===== src/hdl/pwf_pkg.sv =====
// pwf_pkg: shared types and constants for the pulse window finder.
// No dependencies; imported by pulse_window_finder.
`default_nettype none

package pwf_pkg;

    // Defaults for the top-level parameters
    localparam int MAX_SAMPLES_DEF = 1024;
    localparam int SAMPLE_BITS_DEF = 12;

    // Fixed field widths of the register and the result beat
    localparam int RUN_W   = 4;
    localparam int IDX_O_W = 10;
    localparam int SUM_W   = 22;

    localparam logic [RUN_W-1:0] RUN_RESET = RUN_W'(3);
    localparam logic [RUN_W-1:0] RUN_MAX   = '1;

    typedef enum logic [1:0] {
        PH_SEARCH = 2'd0,
        PH_WINDOW = 2'd1,
        PH_ENDED  = 2'd2
    } t_phase;

endpackage

`default_nettype wire


===== src/hdl/pulse_window_finder.sv =====
// pulse_window_finder: leading-edge and pulse-window search over one waveform; uses pwf_pkg.
// The result beat is registered: it appears in the cycle after the sample beat flagged last is taken.
// Throughput: one sample per cycle while no result waits; the only loop is the registered state update.
// A result waiting in the output register holds off every sample beat until it is taken.
// Reset (synchronous, active low): run length 3, all per-waveform state cleared.
`default_nettype none

module pulse_window_finder #(
    parameter int MAX_SAMPLES = pwf_pkg::MAX_SAMPLES_DEF,
    parameter int SAMPLE_BITS = pwf_pkg::SAMPLE_BITS_DEF
) (
    input  wire logic                        i_clk,
    input  wire logic                        i_rst_n,
    // configuration
    input  wire logic                        i_cfg_wr_en,
    input  wire logic [pwf_pkg::RUN_W-1:0]   i_cfg_wr_data,
    // sample channel
    input  wire logic                        i_in_valid,
    output logic                             o_in_ready,
    input  wire logic [SAMPLE_BITS-1:0]      i_sample,
    input  wire logic                        i_last,
    // result channel
    output logic                             o_out_valid,
    input  wire logic                        i_out_ready,
    output logic                             o_edge_found,
    output logic                             o_end_found,
    output logic [pwf_pkg::IDX_O_W-1:0]      o_start_index,
    output logic [pwf_pkg::IDX_O_W-1:0]      o_end_index,
    output logic [pwf_pkg::SUM_W-1:0]        o_window_sum
);
    import pwf_pkg::*;

    localparam int IW = $clog2(MAX_SAMPLES);
    localparam int MW = SAMPLE_BITS + 3;
    localparam logic [IW-1:0] IDX_LAST = IW'(MAX_SAMPLES - 1);

    logic [RUN_W-1:0]       r_needed_cfg;
    logic [IW-1:0]          r_idx,       n_idx;
    logic [SAMPLE_BITS-1:0] r_prev;
    logic [RUN_W-1:0]       r_run,       n_run;
    t_phase                 r_phase,     n_phase;
    logic [IW-1:0]          r_start_pos, n_start_pos;
    logic [SAMPLE_BITS-1:0] r_lvl,       n_lvl;
    logic [IW-1:0]          r_end_pos,   n_end_pos;
    logic [SUM_W-1:0]       r_sum,       n_sum;

    logic                   r_out_valid;
    logic                   r_edge, r_end;
    logic [IDX_O_W-1:0]     r_start_o, r_end_o;
    logic [SUM_W-1:0]       r_sum_o;

    logic                   accept;
    logic [RUN_W-1:0]       needed;
    logic                   testing, rise, start, in_window, ended_now;
    logic [MW-1:0]          lhs, rhs;
    logic [RUN_W-1:0]       run_inc;
    logic [SAMPLE_BITS-1:0] base;
    logic [SUM_W:0]         sum_raw;
    logic [IW+IDX_O_W-1:0]  start_ext, end_ext;

    assign o_in_ready = !r_out_valid || i_out_ready;
    assign accept     = i_in_valid && o_in_ready;

    assign needed = (r_needed_cfg == '0) ? RUN_W'(1) : r_needed_cfg;

    // 5*(next-cur) > cur  <=>  5*next > 6*cur, all unsigned
    assign lhs  = MW'(i_sample) * MW'(5);
    assign rhs  = MW'(r_prev) * MW'(6);
    assign rise = lhs > rhs;

    assign testing   = (r_phase == PH_SEARCH) && (r_idx >= IW'(2));
    assign run_inc   = (r_run == RUN_MAX) ? RUN_MAX : r_run + RUN_W'(1);
    assign start     = testing && rise && (run_inc >= needed);
    assign in_window = start || (r_phase == PH_WINDOW);
    assign n_lvl     = start ? r_prev : r_lvl;
    assign ended_now = in_window && (i_sample < n_lvl);

    // Next phase
    always_comb begin
        priority if (ended_now) begin
            n_phase = PH_ENDED;
        end else if (in_window) begin
            n_phase = PH_WINDOW;
        end else begin
            n_phase = r_phase;
        end
    end

    // Datapath next values
    always_comb begin
        n_run = r_run;
        if (testing) begin
            n_run = rise ? run_inc : '0;
        end
        base    = start ? r_prev : '0;
        sum_raw = (start ? '0 : {1'b0, r_sum}) + (SUM_W+1)'(base) + (SUM_W+1)'(i_sample);
        n_sum   = r_sum;
        if (in_window) begin
            n_sum = sum_raw[SUM_W] ? '1 : sum_raw[SUM_W-1:0];
        end
        n_start_pos = start ? r_idx - IW'(1) : r_start_pos;
        n_end_pos   = ended_now ? r_idx : r_end_pos;
        n_idx       = (r_idx == IDX_LAST) ? r_idx : r_idx + IW'(1);
    end

    assign start_ext = {{IDX_O_W{1'b0}}, n_start_pos};
    assign end_ext   = {{IDX_O_W{1'b0}}, n_end_pos};

    always_ff @(posedge i_clk) begin
        if (!i_rst_n) begin
            r_needed_cfg <= RUN_RESET;
            r_idx        <= '0;
            r_prev       <= '0;
            r_run        <= '0;
            r_phase      <= PH_SEARCH;
            r_start_pos  <= '0;
            r_lvl        <= '0;
            r_end_pos    <= '0;
            r_sum        <= '0;
            r_out_valid  <= 1'b0;
        end else begin
            if (i_cfg_wr_en) begin
                r_needed_cfg <= i_cfg_wr_data;
            end
            if (o_in_ready) begin
                r_out_valid <= accept && i_last;
            end
            if (accept) begin
                if (i_last) begin
                    // waveform closed: clear for the next one
                    r_idx       <= '0;
                    r_prev      <= '0;
                    r_run       <= '0;
                    r_phase     <= PH_SEARCH;
                    r_start_pos <= '0;
                    r_lvl       <= '0;
                    r_end_pos   <= '0;
                    r_sum       <= '0;
                end else begin
                    r_idx       <= n_idx;
                    r_prev      <= i_sample;
                    r_run       <= n_run;
                    r_phase     <= n_phase;
                    r_start_pos <= n_start_pos;
                    r_lvl       <= n_lvl;
                    r_end_pos   <= n_end_pos;
                    r_sum       <= n_sum;
                end
            end
        end
    end

    // Result beat payload
    always_ff @(posedge i_clk) begin
        if (accept && i_last) begin
            r_edge    <= (n_phase != PH_SEARCH);
            r_end     <= (n_phase == PH_ENDED);
            r_start_o <= (n_phase != PH_SEARCH) ? start_ext[IDX_O_W-1:0] : '0;
            r_end_o   <= (n_phase == PH_ENDED) ? end_ext[IDX_O_W-1:0] : '0;
            r_sum_o   <= (n_phase != PH_SEARCH) ? n_sum : '0;
        end
    end

    assign o_out_valid   = r_out_valid;
    assign o_edge_found  = r_edge;
    assign o_end_found   = r_end;
    assign o_start_index = r_start_o;
    assign o_end_index   = r_end_o;
    assign o_window_sum  = r_sum_o;

    // Checks
    a_search_clean: assert property (@(posedge i_clk) disable iff (!i_rst_n)
        (r_phase == PH_SEARCH) |-> (r_sum == '0 && r_start_pos == '0))
        else $error("window state set while still searching");

    a_end_pos_clean: assert property (@(posedge i_clk) disable iff (!i_rst_n)
        (r_phase != PH_ENDED) |-> (r_end_pos == '0))
        else $error("end position set before window ended");

    a_end_needs_edge: assert property (@(posedge i_clk) disable iff (!i_rst_n)
        (o_out_valid && o_end_found) |-> o_edge_found)
        else $error("end reported without an edge");

    a_last_clears: assert property (@(posedge i_clk) disable iff (!i_rst_n)
        (accept && i_last) |=> (r_idx == '0 && r_phase == PH_SEARCH && r_run == '0))
        else $error("waveform state not cleared after last beat");

endmodule

`default_nettype wire


===== config.mk =====
export PLATFORM = sky130hd
export DESIGN_NAME = pulse_window_finder
export DESIGN_NICKNAME = d
export VERILOG_FILES = /design/src/hdl/pwf_pkg.sv /design/src/hdl/pulse_window_finder.sv
export SDC_FILE = /design/constraint.sdc
export NUM_CORES = 1
export LEC_CHECK = 0
export ABC_AREA = 1
export ABC_CLOCK_PERIOD_IN_PS = 12350
export BUFFER_PORTS_ARGS = -buffer_cell sky130_fd_sc_hd__buf_2
export CAP_MARGIN = 10
export CORE_UTILIZATION = 30
export DETAILED_ROUTE_END_ITERATION = 8
export PLACE_DENSITY = 0.54
export REMOVE_ABC_BUFFERS = 1
export SLEW_MARGIN = 20
export SYNTH_ARGS = -nofsm -noshare
export SYNTH_HDL_FRONTEND = slang
export SYNTH_SLANG_ARGS = --single-unit

===== constraint.sdc =====
create_clock -name i_clk -period 12.35 [get_ports i_clk]
set_input_delay 1.8525 -clock i_clk [delete_from_list [all_inputs] [get_ports i_clk]]
set_output_delay 1.8525 -clock i_clk [all_outputs]
set_load 0.02 [all_outputs]

# --- Word-level counts from Yosys, hierarchy flattened ---
# Index checks and enable logic that the tools add are counted.
word_totals:
  regBits: 131
  output_inout_bits: 46
  word_cells: 68
  in_bits: 22
op_classes:
  n_reduce_logical: 15
  eq_ne: 5
  multipliers: 2
  order_cmp: 4
  mux: 22
  addsub: 5
ops:
  columns: ["op", "count"]
  rows:
  - ["$mux W22", 4]
  - ["$mux W10", 6]
  - ["$mux W12", 4]
  - ["$add A22 B12 Y23", 1]
  - ["$add A23 B12 Y23", 1]
  - ["$mux W4", 5]
  - ["$gt A15 B15 Y1", 1]
  - ["$mul A12 B3 Y15 const B", 1]
  - ["$mul A12 B2 Y14 const B", 1]
  - ["$lt A12 B12 Y1", 1]
  - ["$add A10 B1 Y10 const B", 1]
  - ["$eq A10 B10 Y1 const B", 1]
  - ["$ge A10 B2 Y1 const B", 1]
  - ["$sub A10 B1 Y10 const B", 1]
  - ["$logic_and A1 B1 Y1", 6]
  - ["$mux W2", 3]
  - ["$add A4 B1 Y4 const B", 1]
  - ["$eq A4 B4 Y1 const B", 1]
  - ["$ge A4 B4 Y1", 1]
  - ["$logic_not A4 Y1", 1]
  - ["$reduce_and A2 Y1", 2]
  - ["$reduce_bool A2 Y1", 2]
  - ["$eq A2 B1 Y1 const B", 1]
  - ["$eq A2 B2 Y1 const B", 1]
  - ["other kinds (4)", 5]

# --- Depth between registers and ports, before layout ---
# Gate-level depths: netlist of run 1.
logic_depth:
  word_depth: 10
  ltp_mapped: 43

# --- Worst setup path after synthesis of run 1 ---
# Ideal clock, no wire load.
synth_timing:
  path_kind: "input to register"
  from: "input port i_sample[1]"
  to: "register r_sum_o[17] (netlist: o_window_sum[17]), data pin"
  stages: 42
  path_buffers: 3
  setup_ns: 0.266
  path_slack_ns: 4.296
  arrival_ns: 7.789
  cell_sequence: "ha_1 > ha_1 > fa_1 > nand3_1 > nand2_1 > a21o_1 > a21oi_1 > nor2_1 > o21ai_0 > nand2_1 > nand2_1 > nand2_1 > a21oi_1 > xor2_1 > ha_1 > nand2_1 > inv_1 > nand2_1 > [... 6 more ...] > clkbuf_1 > nand2_1 > fa_1 > inv_1 > ha_1 > fa_1 > nand3_1 > nand2_1 > a31oi_1 > o21ai_0 > nand2_1 > nand2_1 > inv_1 > nor3_2 > xor2_1 > nand2_1 > nand2_1 > nor2_1"
synth_between:
  elab_chain_len: 9
synth_lines:
  columns: ["item", "line_no", "rtl"]
  rows:
  - ["start: declaration", "pulse_window_finder.sv:20", "input wire logic [SAMPLE_BITS-1:0] i_sample,"]
  - ["$mul A12 B3 Y15", "pulse_window_finder.sv:67", "assign lhs = MW'(i_sample) * MW'(5);"]
  - ["$gt A15 B15 Y1", "pulse_window_finder.sv:69", "assign rise = lhs > rhs;"]
  - ["$logic_and A1 B1 Y1 (2 in series)", "pulse_window_finder.sv:73", "assign start = testing && rise && (run_inc >= needed);"]
  - ["$mux W22, or another cell as far along", "pulse_window_finder.sv:96", "sum_raw = (start ? '0 : {1'b0, r_sum}) + (SUM_W+1)'(base) + (SUM_W+1)'(i_sample);"]
  - ["$add A22 B12 Y23 or $lt A12 B12 Y1 (tied branches)", "pulse_window_finder.sv:96, pulse_window_finder.sv:76", null]
  - ["$add A23 B12 Y23 or $logic_and A1 B1 Y1 (tied branches)", "pulse_window_finder.sv:96, pulse_window_finder.sv:76", null]
  - ["$mux W22 or $mux W2 (tied branches)", "pulse_window_finder.sv:99, pulse_window_finder.sv:80", null]
  - ["$mux W22 or $reduce_bool A2 Y1 (tied branches)", "pulse_window_finder.sv:98, pulse_window_finder.sv:160", null]
  - ["end signal: assignment", "pulse_window_finder.sv:160", "r_sum_o <= (n_phase != PH_SEARCH) ? n_sum : '0;"]
  - ["end: declaration", "pulse_window_finder.sv:50", "logic [SUM_W-1:0] r_sum_o;"]
# Several ways; a longest one is shown, not always the timed one.
# A chain may end at the register's enable or synchronous reset.

# --- Final worst setup path of run 1 ---
layout_timing:
  from: "input port i_sample[3]"
  to: "register r_sum_o[2] (netlist: o_window_sum[2]), data pin"
# Same word-level chain as after synthesis.

==> summary.md, run 1 <==
| Metric | Value |
|---|---|
| Clock buffer depth | 2 |
| Achievable Freq | 0.110 GHz |
| Max-cap violation count | 0 |
| # setup viols final | 0 |
| Worst stage delay on the critical path | 890 ps |
| Remaining antenna violation count | 0 |
| Yosys warnings | 0 |
| Layout Nets | 1318 |
| Hold Path Depth | 2 |
| CP max-delay cell | inv_1 |
| CP startpoint kind | primary input |
| Seq pwr share | 0.409 |
| Die Ht | 172 um |
| Static leakage | 4.11 nW |
| Buf/Inv on CP | 5 |
| # diodes | 0 |
| Via count | 7318 |
| Critical Path RT | 12500 ps |
| Root buffer cell | clkbuf_16 |
| Worst setup EP type | flop |
| Core area | 28100 um2 |
| Sw frac | 0.264 |
| CTS Sinks | 131 |
| Fin crit share | 0.734 |
| Largest net degree at the start of global routing | 71 |
| Setup bufs post-CTS | 0 |
| Global-route wire length before repair | 34.3 mm |
| IO Port Bufs | 67 |
| TritonCTS clock tree | done |
| Die width | 172 um |
| Max Fanout on Critical Path | 36 |
| Die area | 29500 um2 |
| Post-cts hold buffer count | 0 |
| DR vias/cell | 4.59 |
| Top cells by area in the synthesized netlist | dfxtp_1 (20%), edfxtp_1 (15%), nand2_1 (12%) |
| Row count | 61 |
| Share of layout cells above drive strength 1 | 0.125 |
| Syn Area/Cell | 7.51 um2 |
| Clock Power Share | 0.463 |
| Total power | 1.12 mW |
| Clock slew at reported path FFs | 60 ps |
| Power Density | 112 nW/um2 |
| Int Pwr | 822 uW |
| Vias in the first global route | 6964 |
| # IOs | 68 |
| Post-synth top cells | nand2_1 (287), inv_1 (147), a21oi_1 (115), nor2_1 (89), dfxtp_1 (87) |
| Final wirelength | 20.5 mm |
| Hold Path Class | reg2reg |
| FFs w/ async S/R, synth | 0 |
| HPWL after DPL | 14.4 mm |
| Hold Crit Start | r_start_pos[9]$_SDFFE_PN0P_ |
| Initial antenna violation count | 0 |
| Most used cell, CP | nand2_1 |
| Reg2reg setup slack | 4660 ps |
| Starting Density | 0.308 |
| DR iter-0 viols | 371 |
| CP top delay family | simple AND/OR/NAND/NOR gates |
| Top-count cell post-synth | nand2_1 |
| Top cell type's share of synthesized area | 0.201 |
| Routed wire length per instance | 12.9 um |
| H-tree depth | 4 |
| Top_reg_cell synth | dfxtp_1 |
| Post-Syn Area | 8650 um2 |
| Area delta synth->final | 15.0% |
| Min-Delay Endpoint | r_start_pos[9]$_SDFFE_PN0P_ |
| Arrival @ worst endpoint | 9220 ps |
| Total global-route track usage | 0.147 |
| Clock buffer count from CTS | 17 |
| Max IR drop VDD | 0.0783 mV |
| DRT Pass-1 Iters | 5 |
| Comb power frac | 0.128 |
| Max_slew headroom | 0.351 |
| Endpoints failing hold | 0 |
| Tmin final | 9070 ps |
| Sequential fraction of the synthesis area | 0.354 |
| Library cells used by synthesis | 39 |
| RSZ-0062 raised after global routing | no |
| WS Path Type | in2reg |
| Number of flops mapped to enable cells by yosys | 44 |
| Reg-to-Reg End | o_window_sum[2]$_SDFFCE_PN0P_ |
| R2R cell count | 37 |
| Synth area leader | dfxtp_1 |
| Syn Inst Count | 1153 |
| Skew final | 13.2 ps |
| Tightest Pin Transition | 972 ps |
| Net Switching | 295 uW |
| Global placement routability congestion | 0.826 |
| Fin. max-slew vios | 0 |
| Post-cts resize count | 0 |
| Setup TNS | 0 ps |
| Status | complete, no violations |
| Synth Register Bits | 131 |
| Post-route DRC | 0 |
| Insertion delay to the later sink of the worst-skew pair | 420 ps |
| Total grt overflow | 0 |
| RR Startpoint | r_prev[0]$_SDFFE_PN0P_ |
[metal layers]
metal,vias to the layer above,part of all wire,track usage
met3,19,0.034,0.0263
met2,130,0.46,0.249
li1,3863,-,-
met5,-,0,0
met1,3306,0.49,0.190
met4,0,0.017,0.0454
[power groups by stage]
stage	sequential [mW]	combinational [mW]	clock, mW
final	0.457	0.143	0.518
after global routing	0.458	0.165	0.547
after CTS	0.457	0.145	0.527
after detailed placement	0.467	0.144	0
after global placement	0.467	0.143	0
after floorplan	0.473	0.0950	0
[flip-flops by register name, indices dropped and copies added, names as in the netlist, 10 cells and up]
name           count
r_lvl             12
o_start_index     10
r_sum             22
o_end_index       10
r_idx             10
r_start_pos       10
o_window_sum      22
r_prev            12
r_end_pos         10
[cells by family after synthesis]
| group | synth area share |
|---|---|
| AND/OR/NAND/NOR | 0.251 |
| flip-flops | 0.354 |
| adder cells (fa/ha/maj) | 0.146 |
| buffers and inverters | 0.0862 |
| AO/OA/AOI/OAI | 0.121 |
| XOR/XNOR | 0.0415 |
[through the flow]
| step | instance area, um2 | worst slack (ps) | hold slack, ps | utilization | std cells |
|---|---|---|---|---|---|
| 2_1_floorplan | 8480 | 4190 | 430 | - | 1112 |
| 3_3_place_gp | 9350 | 2850 | 448 | 0.333 | 1563 |
| 3_5_place_dp | 9350 | 2820 | 451 | 0.333 | 1563 |
| 4_1_cts | 9950 | 3230 | 463 | 0.354 | 1595 |
| 5_1_grt | 9950 | 2460 | 474 | 0.354 | 1595 |
| 6_report | 9950 | 3280 | 461 | 0.354 | 1595 |
[how the worst max path moves through the flow]
stage	depth (start not counted)	slack, ps	start	endpoint
after global placement	40	2850	i_sample[3]	o_window_sum[2]$_SDFFCE_PN0P_
final	40	3280	i_sample[3]	o_window_sum[2]$_SDFFCE_PN0P_
after floorplan	40	4190	i_sample[1]	o_window_sum[17]$_SDFFCE_PN0P_
after global routing	40	2460	i_sample[3]	o_window_sum[2]$_SDFFCE_PN0P_
after detailed placement	40	2820	i_sample[3]	o_window_sum[7]$_SDFFCE_PN0P_
after CTS	40	3230	i_sample[3]	o_window_sum[2]$_SDFFCE_PN0P_
[tightest hold or removal path: cells and delay by family, from the launching register on]
kind	cells	cell delay [ps]
flops	1	310
compound gates	1	50
simple gates	1	60
[placed cells by master, fill, tap and decap left out, drive strengths merged, types with 44 or more instances in the layout]
master	Yosys	layout
a21oi	115	115
buf	11	73
dfxtp	87	87
edfxtp	44	44
ha	77	77
inv	151	153
nand2	294	294
nand3	80	80
nor2	94	94
o21ai	46	46
[area by class of cell]
cell class	instances	area [um2]
clock inverter	10	121
multi-input combinational	830	4870
clock buffer	22	484
tap	378	473
sequential	131	3060
timing repair buffer	73	380
fill	2998	18100
inverter	151	567
(Power assumes the default switching activity.)
==> run 2: changes to the inputs <==
Settings changed: ABC_CLOCK_PERIOD_IN_PS 12350 to 9450.
Clock period 12.35 ns to 9.45 ns, I/O delays scaled along.
==> summary.md, run 2 (same netlist as run 1, synthesis figures left out) <==
| Metric | Value |
|---|---|
| Status | complete, no violations |
| Global-route wire length before repair | 34.9 mm (+1.7%) |
| CP max-delay cell | fa_1 |
| HPWL after DPL | 14.6 mm (+1.3%) |
| Die area | 29500 um2 (unchanged) |
| IO Port Bufs | 67 (unchanged) |
| Die width | 172 um (unchanged) |
| Tightest Pin Transition | 897 ps (-75.0 ps) |
| Hold Path Class | reg2reg |
| WS Path Type | in2reg |
| H-tree depth | 4 (unchanged) |
| Core area | 28100 um2 (unchanged) |
| Largest net degree at the start of global routing | 75 (+5.6%) |
| # setup viols final | 0 (unchanged) |
| TritonCTS clock tree | done |
| Remaining antenna violation count | 0 (unchanged) |
| Insertion delay to the later sink of the worst-skew pair | 420 ps (about the same) |
| Fin crit share | 0.856 |
| Achievable Freq | 0.124 GHz |
| Initial antenna violation count | 0 (unchanged) |
| Power Density | 153 nW/um2 (+36%) |
| Clock buffer count from CTS | 17 (unchanged) |
| Starting Density | 0.308 (unchanged) |
| Total global-route track usage | 0.149 (+0.00226) |
| Most common cell after layout, fill and taps aside | nand2_1 |
| Buf/Inv on CP | 5 (unchanged) |
| DRT Pass-1 Iters | 7 (+2) |
| # IOs | 68 (unchanged) |
| Max Fanout on Critical Path | 36 (unchanged) |
| Row count | 61 (unchanged) |
| DR vias/cell | 4.60 (+0.27%) |
| Global placement routability congestion | 0.815 (-1.3%) |
| Layout Nets | 1320 (+0.15%) |
| Area delta synth->final | 15.9% |
| Endpoints failing hold | 0 (unchanged) |
| Routed wire length per instance | 13.0 um (+0.82%) |
| Static leakage | 4.15 nW (+1.0%) |
| Most used cell, CP | nand2_1 |
| Critical Path RT | 9600 ps (-2900 ps) |
| DR iter-0 viols | 390 (+5.1%) |
| # diodes | 0 (unchanged) |
| Post-route DRC | 0 (unchanged) |
| Worst setup EP type | flop |
| Fin. max-slew vios | 0 (unchanged) |
| Final core occ | 0.357 (+0.00258) |
| RSZ-0062 raised after global routing | no |
| CTS Sinks | 131 (unchanged) |
| Clock slew at reported path FFs | 60 ps (about the same) |
| CP top delay family | simple AND/OR/NAND/NOR gates |
| Vias in the first global route | 6952 (-0.17%) |
| Post-cts hold buffer count | 0 (unchanged) |
| Via count | 7347 (+0.40%) |
| Skew final | 8.40 ps (-4.76 ps) |
| Max_slew headroom | 0.402 (+0.0507) |
| Root buffer cell | clkbuf_16 |
| Max-cap violation count | 0 (unchanged) |
| WHS | 461 ps (-0.0190 ps) |
| Final wirelength | 20.7 mm (+0.95%) |
| Die Ht | 172 um (unchanged) |
| Setup bufs post-CTS | 0 (unchanged) |
| Post-cts resize count | 0 (unchanged) |
| Total grt overflow | 0 (unchanged) |
| Max IR drop VDD | 0.0879 mV (+12%) |
| Worst stage delay on the critical path | 520 ps (-370 ps) |
| Arrival @ worst endpoint | 8240 ps (-980 ps) |
| Tmin final | 8090 ps |
| CP startpoint kind | primary input |
| Commonest non-fill, non-tap cells in the layout | nand2_1 (286), inv_1 (146), a21oi_1 (115), dfxtp_1 (87), nor2_1 (86) |
| Share of layout cells above drive strength 1 | 0.125 (-0.000205) |
| Setup TNS | 0 ps (unchanged) |
| Clock buffer depth | 2 (unchanged) |
==> run 2: layer usage <==
metal  up-vias  track usage  wire length, um
li1       3852            -                -
met1      3372        0.202            10500
met2       113        0.245             9280
met3        10       0.0300              762
met4         0       0.0304              134
met5         -            0                0
==> run 2: where the power goes <==
group | total, mW | leakage (nW) | switching, mW | internal, mW
clock network | 0.751 | 0.316 | 0.256 | 0.495
registers | 0.598 | 1.13 | 0.00615 | 0.592
logic | 0.187 | 2.71 | 0.123 | 0.0646
==> run 2: final timing paths <==
kind | depth (start not counted) | slack, ps | endpoint | from
setup reg to reg | 37 | 2280 | o_window_sum[2]$_SDFFCE_PN0P_ | r_prev[1]$_SDFFE_PN0P_
setup / recovery | 40 | 1360 | o_window_sum[2]$_SDFFCE_PN0P_ | i_sample[3]
hold / removal | 2 | 460 | r_start_pos[2]$_SDFFE_PN0P_ | r_start_pos[2]$_SDFFE_PN0P_
hold reg to reg | 2 | 460 | r_start_pos[2]$_SDFFE_PN0P_ | r_start_pos[2]$_SDFFE_PN0P_
==> run 2: cell type report <==
| type | instances | area [um2] |
|---|---|---|
| clock buffer | 19 | 433 |
| fill | 3008 | 18100 |
| timing repair buffer | 75 | 395 |
| tap | 378 | 473 |
| inverter | 151 | 567 |
| multi-input combinational | 830 | 4870 |
| sequential | 131 | 3060 |
| clock inverter | 13 | 230 |
==> run 2: worst reg2reg max path, delay by kind of cell, from the launching register on <==
kind,cells,cell delay (ps)
buffers and inverters,4,840
XOR/XNOR,1,100
adder cells (fa/ha/maj),5,1770
AO/OA/AOI/OAI,8,1420
AND/OR/NAND/NOR,19,2390
flip-flops,1,390
==> run 2: per-stage QoR <==
stage	instance area (um2)	total power [mW]	worst slack, ps	instances
5_1_grt	10000	1.60	530	1597
3_3_place_gp	9360	0.798	1050	1565
2_1_floorplan	8480	0.742	1730	1112
6_report	10000	1.54	1360	1597
4_1_cts	10000	1.55	1320	1597
3_5_place_dp	9360	0.800	909	1565
==> run 3: changes to the inputs <==
Settings changed: ABC_AREA 1 to unset.
==> summary.md, run 3 <==
| Metric | Value |
|---|---|
| Filler cells | 2987 (-0.70%) |
| Worst setup EP type | flop |
| Top cells by area in the synthesized netlist | dfxtp_1 (20%), edfxtp_1 (15%), ha_1 (11%) |
| CP startpoint kind | primary input |
| Fin. max-slew vios | 0 (unchanged) |
| Post-cts resize count | 0 (unchanged) |
| Via count | 7734 (+5.3%) |
| Top cell type's share of synthesized area | 0.199 (-0.00253) |
| Skew final | 10.2 ps (+1.81 ps) |
| Max IR drop VDD | 0.0955 mV (+8.6%) |
| Commonest non-fill, non-tap cells in the layout | dfxtp_1 (87), nor2_1 (85), a21oi_1 (84), nand2_1 (77), ha_1 (77) |
| Starting Density | 0.305 (-0.00277) |
| # diodes | 0 (unchanged) |
| Post-Syn Area | 8760 um2 (+1.3%) |
| # setup viols final | 0 (unchanged) |
| RSZ-0062 raised after global routing | no |
| DR vias/cell | 5.32 (+16%) |
| Top_reg_cell synth | dfxtp_1 |
| Final WS setup | 837 ps (-527 ps) |
| Buf/Inv on CP | 1 (-4) |
| Share of layout cells above drive strength 1 | 0.123 (-0.00133) |
| Most used cell, CP | ha_1 |
| CP max-delay cell | a22oi_2 |
| CTS Sinks | 131 (unchanged) |
| Die area | 29900 um2 (+1.3%) |
| Setup TNS | 0 ps (unchanged) |
| Status | complete, no violations |
| Dpl cell area | 9480 um2 (+1.2%) |
| Post-synth top cells | dfxtp_1 (87), nor2_1 (85), a21oi_1 (84), nand2_1 (78), ha_1 (77) |
| Synth area leader | dfxtp_1 |
| Most common cell after layout, fill and taps aside | dfxtp_1 |
| Max Fanout on Critical Path | 15 (-58%) |
| Static leakage | 4.04 nW (-2.6%) |
| WHS | 472 ps (+11.4 ps) |
| Max_slew headroom | 0.297 (-0.105) |
| Number of flops mapped to enable cells by yosys | 44 (unchanged) |
| Yosys warnings | 0 (unchanged) |
| Vias in the first global route | 7437 (+7.0%) |
| Setup bufs post-CTS | 0 (unchanged) |
| CP top delay family | compound AO/OA/AOI/OAI gates |
| Routed wire length per instance | 17.6 um (+36%) |
| Arrival @ worst endpoint | 8870 ps (+630 ps) |
| Layout Nets | 1171 (-11%) |
| Hold Path Class | reg2reg |
| Critical Path RT | 9700 ps (+100 ps) |
| Root buffer cell | clkbuf_16 |
| Syn Area/Cell | 8.70 um2 (+16%) |
| Remaining antenna violation count | 0 (unchanged) |
| Insertion delay to the later sink of the worst-skew pair | 430 ps (about the same) |
| Post-route DRC | 0 (unchanged) |
| DR iter-0 viols | 576 (+48%) |
| Post-cts hold buffer count | 0 (unchanged) |
| Clock buffer count from CTS | 17 (unchanged) |
| Register Area | 3060 um2 (unchanged) |
| Tmin final | 8610 ps (+527 ps) |
| DRT Pass-1 Iters | 5 (-2) |
| Sequential fraction of the synthesis area | 0.349 (-0.00445) |
| Dpl ws | 466 ps (-443 ps) |
| Power Density | 146 nW/um2 (-4.4%) |
| Max-cap violation count | 0 (unchanged) |
| WS Path Type | in2reg |
| TritonCTS clock tree | done |
| Syn Inst Count | 1008 (-13%) |
| H-tree depth | 4 (unchanged) |
| Synth Register Bits | 131 (unchanged) |
| Library cells used by synthesis | 71 (+82%) |
| # IOs | 68 (unchanged) |
| Fin crit share | 0.911 (+0.0557) |
| Die Ht | 173 um (+0.63%) |
| Worst stage delay on the critical path | 680 ps (+160 ps) |
| Global-route wire length before repair | 41.3 mm (+18%) |
| Tightest Pin Transition | 1050 ps (+156 ps) |
| Clock buffer depth | 2 (unchanged) |
| Top-count cell post-synth | dfxtp_1 |
| FFs w/ async S/R, synth | 0 (unchanged) |
| Largest net degree at the start of global routing | 60 (-20%) |
| Total grt overflow | 0 (unchanged) |
| Final Cell Area | 10100 um2 (+0.42%) |
| IO Port Bufs | 67 (unchanged) |
| Die width | 173 um (+0.63%) |
| Post-placement cell count | 1422 (-9.1%) |
| Clock slew at reported path FFs | 60 ps (about the same) |
| Row count | 62 (+1.6%) |
| Total global-route track usage | 0.174 (+0.0243) |
| Endpoints failing hold | 0 (unchanged) |
| Area of the multi-input gates | 5300 um2 (+8.9%) |
| Total power | 1.47 mW (-4.0%) |
| Final core occ | 0.351 (-0.00618) |
| Final Instance Count excl. Fillers | 1454 (-9.0%) |
| HPWL after DPL | 18.0 mm (+23%) |
| Achievable Freq | 0.116 GHz (-6.1%) |
| Core area | 28700 um2 (+2.2%) |
| Global placement routability congestion | 0.839 (+3.0%) |
| Area delta synth->final | 14.9% |
| Final wirelength | 25.6 mm (+23%) |
| Initial antenna violation count | 0 (unchanged) |
## run 3: cell types whose count changed in the layout (fill, tap and decap cells not counted), moves of 18 or more
cell,delta
a21oi_1,-31
nand2_1,-209
nand3_1,-19
inv_1,-98
and3_1,+18
and2_1,+27
## run 3: tightest hold or removal path, cell delays in order (launching register included)
cell and delay (ps):
dfxtp_1 320, nand2_1 60, a21oi_1 50
## run 3: worst paths after layout
path                                         to  cells after the start  slack, ps                         from
setup / recovery  o_window_sum[6]$_SDFFCE_PN0P_                     26        840                  i_sample[3]
hold / removal      r_start_pos[9]$_SDFFE_PN0P_                      2        470  r_start_pos[9]$_SDFFE_PN0P_
setup reg to reg  o_window_sum[6]$_SDFFCE_PN0P_                     25       1610       r_prev[0]$_SDFFE_PN0P_
hold reg to reg     r_start_pos[9]$_SDFFE_PN0P_                      2        470  r_start_pos[9]$_SDFFE_PN0P_
## run 3: layout make-up
type / count / area share
inverter: 51 / 0.0190
sequential: 131 / 0.304
tap: 384 / 0.0477
clock buffer: 22 / 0.0492
clock inverter: 10 / 0.00932
timing repair buffer: 82 / 0.0445
multi-input combinational: 774 / 0.526
## run 3: routing by layer
layer	vias up	global-route usage	wire length [um]
met3	28	0.0262	1260
li1	3787	-	-
met2	221	0.267	10900
met5	-	0	0
met1	3698	0.251	13000
met4	0	0.0494	410
## run 3: power by group
group	internal (mW)	switching [mW]
Combinational	0.0716	0.132
Clock	0.400	0.272
Sequential	0.592	0.00666
Total	1.06	0.411
## run 3: cells by family after synthesis
family	share of synthesized area
fa+ha+maj	0.144
flops	0.349
xor+xnor	0.0410
compound gates	0.221
simple gates	0.191
buf+inv	0.0468
mux	0.00685
